[src/design/cbc_pkg.sv]
// ----------------------------------------------------------------------------
// cbc_pkg: shared types and constants for the circle/box collision block
// Field widths that do not vary and the facing-direction code.
// ----------------------------------------------------------------------------
package cbc_pkg;

  // Width of the diameter and box size fields, and of the overlap results
  localparam int DIM_BITS = 16;

  // Facing direction of the closest box point as seen from the ball centre
  typedef enum logic [2:0] {
    DIR_UP    = 3'd0,
    DIR_RIGHT = 3'd1,
    DIR_DOWN  = 3'd2,
    DIR_LEFT  = 3'd3,
    DIR_NONE  = 3'd4
  } dir_t;

  typedef logic [DIM_BITS-1:0] dim_t;

endpackage

[src/design/circle_box_collision_top.sv]
// ----------------------------------------------------------------------------
// circle_box_collision_top: circle versus axis-aligned box hit test
// Tests one ball/box pair per transaction and reports the hit flags, the
// facing direction and the per-axis penetration depth.
// ----------------------------------------------------------------------------
// Usage:
//   Input channel (in_*): ball square corner and diameter plus box corner
//   and size, 1/16 pixel units. A transaction completes on a rising edge
//   with in_valid high and in_stall low.
//   Result channel (out_*): one result per input transaction, in order,
//   overlaps in 1/32 pixel units. Taken on an edge with out_valid high and
//   out_stall low.
//   Flow: a transaction passes the input register, then the result
//   register. One transaction per cycle sustained while out_stall stays
//   low; the whole test (clamp, three squares, compare) sits between the
//   input register and the result register.
//   Stall: while the result register is held and the input register is
//   full, in_stall goes high in the same cycle; an empty input register
//   still accepts one transaction.
//   Reset: rst_n low clears both valid flags; no transaction is in flight
//   afterwards.
// ----------------------------------------------------------------------------
module circle_box_collision_top #(
  parameter int COORD_BITS = 20
) (
  input  logic                           clk,
  input  logic                           rst_n,
  // input channel
  input  logic                           in_valid,
  output logic                           in_stall,
  input  logic signed [COORD_BITS-1:0]   in_ball_x,
  input  logic signed [COORD_BITS-1:0]   in_ball_y,
  input  cbc_pkg::dim_t                  in_ball_diameter,
  input  logic signed [COORD_BITS-1:0]   in_box_x,
  input  logic signed [COORD_BITS-1:0]   in_box_y,
  input  cbc_pkg::dim_t                  in_box_width,
  input  cbc_pkg::dim_t                  in_box_height,
  // result channel
  output logic                           out_valid,
  input  logic                           out_stall,
  output logic                           out_hit_inclusive,
  output logic                           out_hit_strict,
  output logic [2:0]                     out_direction,
  output cbc_pkg::dim_t                  out_overlap_x,
  output cbc_pkg::dim_t                  out_overlap_y
);
  import cbc_pkg::*;

  // Working width of centre differences and clamp offsets
  localparam int WIDE_BITS = (COORD_BITS + 1 > DIM_BITS + 1) ? COORD_BITS + 1 : DIM_BITS + 1;
  localparam int DW        = WIDE_BITS + 2;
  localparam int SQ_BITS   = 2 * DIM_BITS;

  // Input register
  logic                          s1_vld_r;
  logic signed [COORD_BITS-1:0]  ball_x_r, ball_y_r, box_x_r, box_y_r;
  dim_t                          diam_r, width_r, height_r;

  // Result register
  logic                          out_vld_r;
  logic                          hit_incl_r, hit_strict_r;
  dir_t                          dir_r;
  dim_t                          ovx_r, ovy_r;

  logic advance_out, advance_in;

  // Datapath signals
  logic signed [DW-1:0] bx_e, by_e, kx_e, ky_e;
  logic signed [DW-1:0] r_e, hw_e, hh_e;
  logic signed [DW-1:0] diff_x, diff_y, dx, dy;
  logic        [DW-1:0] ax_w, ay_w;
  dim_t                 ax, ay;
  logic                 near;
  logic [SQ_BITS-1:0]   ax2, ay2, r2;
  logic [SQ_BITS:0]     len2;
  logic                 incl_nxt, strict_nxt;
  logic                 x_pos, x_neg, y_pos, y_neg, x_nz, y_nz;
  dir_t                 dir_x, dir_y, dir_nxt;
  dim_t                 ovx_nxt, ovy_nxt;

  // Pipeline flow: the result register frees when empty or taken
  assign advance_out = !out_vld_r || !out_stall;
  assign advance_in  = !s1_vld_r || advance_out;
  assign in_stall    = !advance_in;

  always_ff @(posedge clk) begin
    if (!rst_n) begin
      s1_vld_r  <= 1'b0;
      out_vld_r <= 1'b0;
    end else begin
      if (advance_in) begin
        s1_vld_r <= in_valid;
      end
      if (advance_out) begin
        out_vld_r <= s1_vld_r;
      end
    end
  end

  // Capture an accepted transaction
  always_ff @(posedge clk) begin
    if (in_valid && advance_in) begin
      ball_x_r <= in_ball_x;
      ball_y_r <= in_ball_y;
      diam_r   <= in_ball_diameter;
      box_x_r  <= in_box_x;
      box_y_r  <= in_box_y;
      width_r  <= in_box_width;
      height_r <= in_box_height;
    end
  end

  // Extend to the working width; lengths hold one extra fraction bit,
  // so the radius is the diameter and each half-extent is the full size
  always_comb begin
    bx_e = {{(DW-COORD_BITS){ball_x_r[COORD_BITS-1]}}, ball_x_r};
    by_e = {{(DW-COORD_BITS){ball_y_r[COORD_BITS-1]}}, ball_y_r};
    kx_e = {{(DW-COORD_BITS){box_x_r[COORD_BITS-1]}}, box_x_r};
    ky_e = {{(DW-COORD_BITS){box_y_r[COORD_BITS-1]}}, box_y_r};
    r_e  = {{(DW-DIM_BITS){1'b0}}, diam_r};
    hw_e = {{(DW-DIM_BITS){1'b0}}, width_r};
    hh_e = {{(DW-DIM_BITS){1'b0}}, height_r};

    // Centre differences in doubled units
    diff_x = ((bx_e <<< 1) + r_e) - ((kx_e <<< 1) + hw_e);
    diff_y = ((by_e <<< 1) + r_e) - ((ky_e <<< 1) + hh_e);

    // Offset from the centre to the closest box point
    if (diff_x > hw_e) begin
      dx = hw_e - diff_x;
    end else if (diff_x < -hw_e) begin
      dx = -hw_e - diff_x;
    end else begin
      dx = '0;
    end
    if (diff_y > hh_e) begin
      dy = hh_e - diff_y;
    end else if (diff_y < -hh_e) begin
      dy = -hh_e - diff_y;
    end else begin
      dy = '0;
    end

    ax_w = dx[DW-1] ? DW'(-dx) : DW'(dx);
    ay_w = dy[DW-1] ? DW'(-dy) : DW'(dy);
    near = (ax_w <= DW'(diam_r)) && (ay_w <= DW'(diam_r));
    ax   = ax_w[DIM_BITS-1:0];
    ay   = ay_w[DIM_BITS-1:0];

    // Squared length against squared radius
    ax2  = SQ_BITS'(ax) * SQ_BITS'(ax);
    ay2  = SQ_BITS'(ay) * SQ_BITS'(ay);
    r2   = SQ_BITS'(diam_r) * SQ_BITS'(diam_r);
    len2 = {1'b0, ax2} + {1'b0, ay2};
    incl_nxt   = near && (len2 <= {1'b0, r2});
    strict_nxt = near && (len2 <  {1'b0, r2});

    // Facing direction: larger axis wins, ties go to the earlier code
    x_neg = dx[DW-1];
    y_neg = dy[DW-1];
    x_nz  = (dx != '0);
    y_nz  = (dy != '0);
    x_pos = x_nz && !x_neg;
    y_pos = y_nz && !y_neg;
    dir_x = x_pos ? DIR_RIGHT : DIR_LEFT;
    dir_y = y_pos ? DIR_UP : DIR_DOWN;
    if (!incl_nxt || (!x_nz && !y_nz)) begin
      dir_nxt = DIR_NONE;
    end else if (!x_nz) begin
      dir_nxt = dir_y;
    end else if (!y_nz) begin
      dir_nxt = dir_x;
    end else if (ay > ax) begin
      dir_nxt = dir_y;
    end else if (ax > ay) begin
      dir_nxt = dir_x;
    end else begin
      dir_nxt = (dir_y < dir_x) ? dir_y : dir_x;
    end

    // Penetration depth per axis, zero on a miss
    ovx_nxt = incl_nxt ? dim_t'(diam_r - ax) : '0;
    ovy_nxt = incl_nxt ? dim_t'(diam_r - ay) : '0;
  end

  // Result register
  always_ff @(posedge clk) begin
    if (advance_out) begin
      hit_incl_r   <= incl_nxt;
      hit_strict_r <= strict_nxt;
      dir_r        <= dir_nxt;
      ovx_r        <= ovx_nxt;
      ovy_r        <= ovy_nxt;
    end
  end

  assign out_valid         = out_vld_r;
  assign out_hit_inclusive = hit_incl_r;
  assign out_hit_strict    = hit_strict_r;
  assign out_direction     = dir_r;
  assign out_overlap_x     = ovx_r;
  assign out_overlap_y     = ovy_r;

`ifndef SYNTHESIS
  // A strict hit is always an inclusive hit
  a_strict_in_incl: assert property (@(posedge clk) disable iff (!rst_n)
    out_vld_r && hit_strict_r |-> hit_incl_r)
    else $error("strict hit without inclusive hit");

  // A miss carries no direction and no penetration
  a_miss_clean: assert property (@(posedge clk) disable iff (!rst_n)
    out_vld_r && !hit_incl_r |-> dir_r == DIR_NONE && ovx_r == '0 && ovy_r == '0)
    else $error("miss with direction or overlap");

  // Centre inside the box: both overlaps equal the radius
  a_inside_equal: assert property (@(posedge clk) disable iff (!rst_n)
    out_vld_r && hit_incl_r && dir_r == DIR_NONE |-> ovx_r == ovy_r)
    else $error("inside hit with unequal overlaps");

  // Input side stalls only with both registers full
  a_stall_full: assert property (@(posedge clk) disable iff (!rst_n)
    in_stall |-> s1_vld_r && out_vld_r && out_stall)
    else $error("input stalled with room in the pipeline");

  // A held result keeps its payload
  a_hold_result: assert property (@(posedge clk) disable iff (!rst_n)
    out_vld_r && out_stall |=> out_vld_r && $stable(dir_r) && $stable(ovx_r))
    else $error("held result changed");
`endif

endmodule
[config.mk]
export PLATFORM = sky130hd
export DESIGN_NAME = circle_box_collision_top
export DESIGN_NICKNAME = d
export VERILOG_FILES = /design/src/design/cbc_pkg.sv /design/src/design/circle_box_collision_top.sv
export SDC_FILE = /design/constraint.sdc
export NUM_CORES = 2
export LEC_CHECK = 0
export BUFFER_PORTS_ARGS = -buffer_cell sky130_fd_sc_hd__buf_4
export CAP_MARGIN = 5
export CORE_ASPECT_RATIO = 0.75
export CORE_MARGIN = 2
export CORE_UTILIZATION = 55
export DETAILED_ROUTE_END_ITERATION = 7
export HOLD_SLACK_MARGIN = 0.06
export MAX_ROUTING_LAYER = met4
export PLACE_DENSITY = 0.8
export SLEW_MARGIN = 20
export SYNTH_ARGS = -nofsm -noshare
export SYNTH_HDL_FRONTEND = slang
export SYNTH_SLANG_ARGS = --single-unit
[constraint.sdc]
create_clock -name clk -period 26.7 [get_ports clk]
set_input_delay 1.335 -clock clk [delete_from_list [all_inputs] [get_ports clk]]
set_output_delay 1.335 -clock clk [all_outputs]
set_load 0.05 [all_outputs]
After elaboration in Yosys (flattened, before gate mapping)

Cells that the tools add are included.

Logic and storage cells: 79
Output and inout port bits: 39
Bits of input ports: 132
Bits in registers: 167

Add/subtract/negate cells: 17
Mux-type cells: 13
Magnitude comparators: 11
Multipliers: 3
Reduce and logical (&&, ||, !) cells: 21

Operators with widths:

| cell                | number |
|---|---|
| $mux W23            | 6 |
| $mul A16 B16 Y32    | 3 |
| $add A21 B17 Y22    | 4 |
| $gt A23 B17 Y1      | 2 |
| $le A23 B16 Y1      | 2 |
| $lt A23 B23 Y1      | 2 |
| $neg A16 Y23        | 2 |
| $neg A23 Y23        | 2 |
| $reduce_bool A23 Y1 | 2 |
| $sub A17 B23 Y23    | 2 |
| $sub A22 B22 Y23    | 2 |
| $sub A23 B23 Y23    | 2 |
| $add A32 B32 Y33    | 1 |
| $le A33 B32 Y1      | 1 |
| $lt A33 B32 Y1      | 1 |
| $gt A16 B16 Y1      | 2 |
| $sub A16 B16 Y16    | 2 |
| $mux W2             | 7 |
| $logic_not A1 Y1    | 9 |
| $logic_and A1 B1 Y1 | 7 |
| $logic_or A1 B1 Y1  | 3 |
| $lt A2 B2 Y1        | 1 |

Longest topological paths before layout

Word-level depth: 14
Gate-level depth with buffers: 78
Gate-level depth less buffers: 73

Worst setup path before layout

Ideal clock, no wire load.

Kind: reg2reg
Start: reg diam_r[11]
End: reg ovx_r[1] (netlist: out_overlap_x[1]), data pin
Data arrival time: 15.929 ns
Stages on the path, launching flop included: 66
Setup slack: 10.516 ns
Clock period less this slack: 16.184 ns
Required time: 26.445 ns
Library setup time: 0.255 ns
Cell sequence: edfxtp_1 clkbuf_1 clkinv_1 fa_1 inv_1 ha_1 a22o_1 o41ai_2 a21oi_1 a211oi_1 mux2i_1 nor2_1 inv_1 ha_1 nand4_1 or4_1 a2bb2oi_1 o31ai_1 [... 30 more ...] nand2_1 a21o_1 nand3_1 a31oi_1 o21ai_0 a21o_1 a21oi_1 xnor2_1 ha_1 and3_1 nand3_1 or2_2 a31oi_1 nor2_1 a31oi_1 nor4_4 clkbuf_2 and2_1

Longest elaborated chain between the ends: 11
Elaborated cells on any way between the ends: 30

RTL lines:

| what                                     | RTL line                                                         | RTL |
|---|---|---|
| start: declaration                       | circle_box_collision_top.sv:57                                   | `dim_t diam_r, width_r, height_r;` |
| start signal: assignment                 | circle_box_collision_top.sv:105                                  | `diam_r <= in_ball_diameter;` |
| $add A21 B17 Y22 (on tied branches)      | circle_box_collision_top.sv:125, circle_box_collision_top.sv:126 |  |
| $sub A22 B22 Y23 (on tied branches)      | circle_box_collision_top.sv:125, circle_box_collision_top.sv:126 |  |
| $sub A23 B23 Y23 (tied with other cells) | circle_box_collision_top.sv:132                                  | `dx = -hw_e - diff_x;` |
| $mux W23 (on tied branches)              | circle_box_collision_top.sv:131, circle_box_collision_top.sv:138 |  |
| $mux W23 (on tied branches)              | circle_box_collision_top.sv:129, circle_box_collision_top.sv:136 |  |
| $neg A23 Y23 (on tied branches)          | circle_box_collision_top.sv:144, circle_box_collision_top.sv:145 |  |
| $mux W23 (on tied branches)              | circle_box_collision_top.sv:144, circle_box_collision_top.sv:145 |  |
| $mul A16 B16 Y32 (on tied branches)      | circle_box_collision_top.sv:151, circle_box_collision_top.sv:152 |  |
| $add A32 B32 Y33                         | circle_box_collision_top.sv:154                                  | `len2 = {1'b0, ax2} + {1'b0, ay2};` |
| $le A33 B32 Y1                           | circle_box_collision_top.sv:155                                  | `incl_nxt = near && (len2 <= {1'b0, r2});` |
| $logic_and A1 B1 Y1                      | circle_box_collision_top.sv:155                                  |  |
| end signal: assignment                   | circle_box_collision_top.sv:192                                  | `ovx_r <= ovx_nxt;` |
| end: declaration                         | circle_box_collision_top.sv:63                                   | `dim_t ovx_r, ovy_r;` |

Parallel ways exist; a longest one is shown, timed or not.
A chain may end at the register's enable or synchronous reset.

Worst setup path after layout

Start: reg diam_r[2]
End: reg ovx_r[1] (netlist: out_overlap_x[1]), data pin

Same word-level chain as after synthesis.

==> impl_metrics.tcl <==
set metrics [dict create \
    synthCells 4413 \
    post-cts-setup-buffers 0 \
    syn_area_per_cell_um2 9.13 \
    clockBufferDepth 2 \
    fin_crit_sh_pct 73.5 \
    grt_pass1_wl_um 187000 \
    cpMaxStageDelayCell "clkinv_1" \
    hpwl_um 96300 \
    rsz0062_at_grt "no" \
    arrival_ns 19.88 \
    crit_required_ns 26.96 \
    fp-row-count 85 \
    synth_flop_cell "edfxtp_1" \
    vias 32700 \
    synth_edf_count 165 \
    syn_to_final_growth_pct 8.00 \
    grt_max_degree 68 \
    yosysSeqAreaShare_pct 12.4 \
    cts-root-buf "clkbuf_16" \
    crit_start "diam_r[2]" \
    cts_made_buffers 17 \
    layout-drive-gt1-share_pct 6.95 \
    nNetsFinal 5872 \
    drt-total-wl_um 118000 \
    grt_overflow 0 \
    die_w_um 316 \
    fin_crit_ns 19.63 \
    layout_common_cells "inv_1, fa_1, ha_1" \
    first_iter_violations 3664 \
    finalHoldViolCount 0 \
    wl_per_cell_um 21.3 \
    layout_commonest_cell "inv_1" \
    outcome "finished, final reports clean" \
    cp-start-kind "flop" \
    ys_ff_latch 167 \
    ant_nets 0 \
    fmax_mhz 51.0 \
    hold_class "reg2reg" \
    multi_input_area_um2 31500 \
    vias_per_cell 5.89 \
    worstMarginPinSlew_ns 1.10 \
    ctsHoldBuffers 0 \
    place_congestion 1.03 \
    cts.htree.levels 4 \
    drcViolationCount 0 \
    fillers 6199 \
    yosysWarnings 0 \
    core_area_um2 72100 \
    initial_core_util_pct 55.8 \
    grt_pass1_vias 33000 \
    cts_tree "done" \
    drv_cap 0 \
    cp-end-kind "flop" \
    crit_type "reg2reg" \
    crit_path_max_incr_delay_ns 0.78 \
    firstDrtPassIters 6 \
    clkSinkCount 167 \
    die-area_um2 75400 \
    regArea_um2 4990 \
    worstPathMaxFanout 31 \
    synth_nets 5706 \
    synth_cell_type_count 94 \
    ios 171 \
    async_flop_share_pct 0 \
    grtUsageTotal_pct 33.4 \
    insertion_delay_ns 0.51 \
    cts_resized 0 \
    hp-start "s1_vld_r" \
    antenna_found_initial 2 \
    timing.rr.start "diam_r[2]" \
    worst_clock_skew_ns 0.0251 \
    syn_area_um2 40300 \
    place.port_buffers 170 \
    setup_tns_ns 0 \
    clk_pin_slew_ns 0.10 \
    setup_viol 0 \
    max_slew_margin_pct 26.9 \
    drv_slew 0 \
    die_h_um 238 \
]
-- registers in the layout (all words and copies together) (netlist names) --
name,count
ball_x_r,20
ball_y_r,20
box_x_r,20
box_y_r,20
diam_r,16
height_r,16
out_direction,3
out_hit_inclusive,1
out_hit_strict,1
out_overlap_x,16
out_overlap_y,16
out_valid,1
s1_vld_r,1
width_r,16
-- per-stage QoR --
stage	worst slack, ns	utilization, %	cells	instance area [um2]	hold slack [ns]
2_1_floorplan	10.52	-	4413	40300	0.451
3_3_place_gp	8.15	59.5	5517	42900	0.475
3_5_place_dp	7.68	59.5	5517	42900	0.473
4_1_cts	7.56	60.3	5549	43500	0.517
5_1_grt	6.22	60.3	5551	43500	0.550
6_report	7.07	60.3	5551	43500	0.507
-- critical path, delay by kind of cell (launching register included) --
family / cells / cell delay [ns]
buffers and inverters: 13 / 3.16
adders and majority gates: 13 / 6.12
and+or+nand+nor: 12 / 3.26
AOI/OAI and AO/OA: 20 / 5.40
muxes: 2 / 0.46
DFF: 1 / 0.70
xor gates and xnor gates: 1 / 0.22
-- metal layers --
metal  wire length, um  global-route usage (%)  vias to the layer above
met5                 0                       -                        -
met4              3380                    8.25                        0
met3             14300                    8.13                      194
met2             50200                    48.0                     1731
met1             50500                    47.5                    16000
li1                  -                       -                    14800
-- final cells by class --
| type | count | share of cell area (%) |
|---|---|---|
| diodes | 2 | 0.0115 |
| clock buffers | 17 | 0.978 |
| clock inverters | 15 | 0.351 |
| inverters | 942 | 8.13 |
| multi-input cells | 3223 | 72.4 |
| flip-flops and latches | 167 | 11.5 |
| well taps | 957 | 2.75 |
| repair buffers | 228 | 3.94 |
-- synth_stat cells, types with 19 or more instances --
cell type | instances | share of area [%]
o211ai_1 | 22 | 0.41
xor2_1 | 93 | 2.0
nor3_1 | 66 | 0.82
inv_1 | 919 | 8.6
xnor2_1 | 155 | 3.4
o21bai_1 | 35 | 0.65
nor2b_1 | 38 | 0.59
o21a_1 | 35 | 0.65
nand2_1 | 302 | 2.8
and2_1 | 42 | 0.65
a21o_1 | 84 | 1.6
nand3_1 | 51 | 0.63
ha_1 | 545 | 17
edfxtp_1 | 165 | 12
fa_1 | 616 | 31
clkinv_1 | 20 | 0.19
a21oi_1 | 190 | 2.4
clkbuf_1 | 68 | 0.63
nor2_1 | 360 | 3.4
o21ai_0 | 135 | 1.7
or3_1 | 21 | 0.33
and3_1 | 42 | 0.65
a31oi_1 | 23 | 0.36
nand4_1 | 28 | 0.43
a211oi_1 | 19 | 0.35
nand2b_1 | 36 | 0.56
-- final timing paths --
| check | to | slack (ns) | cells after the start |
|---|---|---|---|
| setup / recovery | out_overlap_x[1] | 7.07 | 61 |
| hold / removal | out_valid | 0.51 | 2 |
| setup reg to reg | out_overlap_x[1] | 7.07 | 61 |
| hold reg to reg | out_valid | 0.51 | 2 |
-- logic make-up after synthesis --
logic type | count (synthesis) | synth area share, %
simple gates | 1075 | 12.6
buf+inv | 1023 | 9.58
flops | 167 | 12.4
fa+ha+maj | 1163 | 47.6
xor+xnor | 248 | 5.39
mux | 20 | 0.519
compound gates | 717 | 11.9
Power is left out: the tool's default activity adds up to more than one toggle a clock period on the data nets, which glitch-free logic cannot reach.
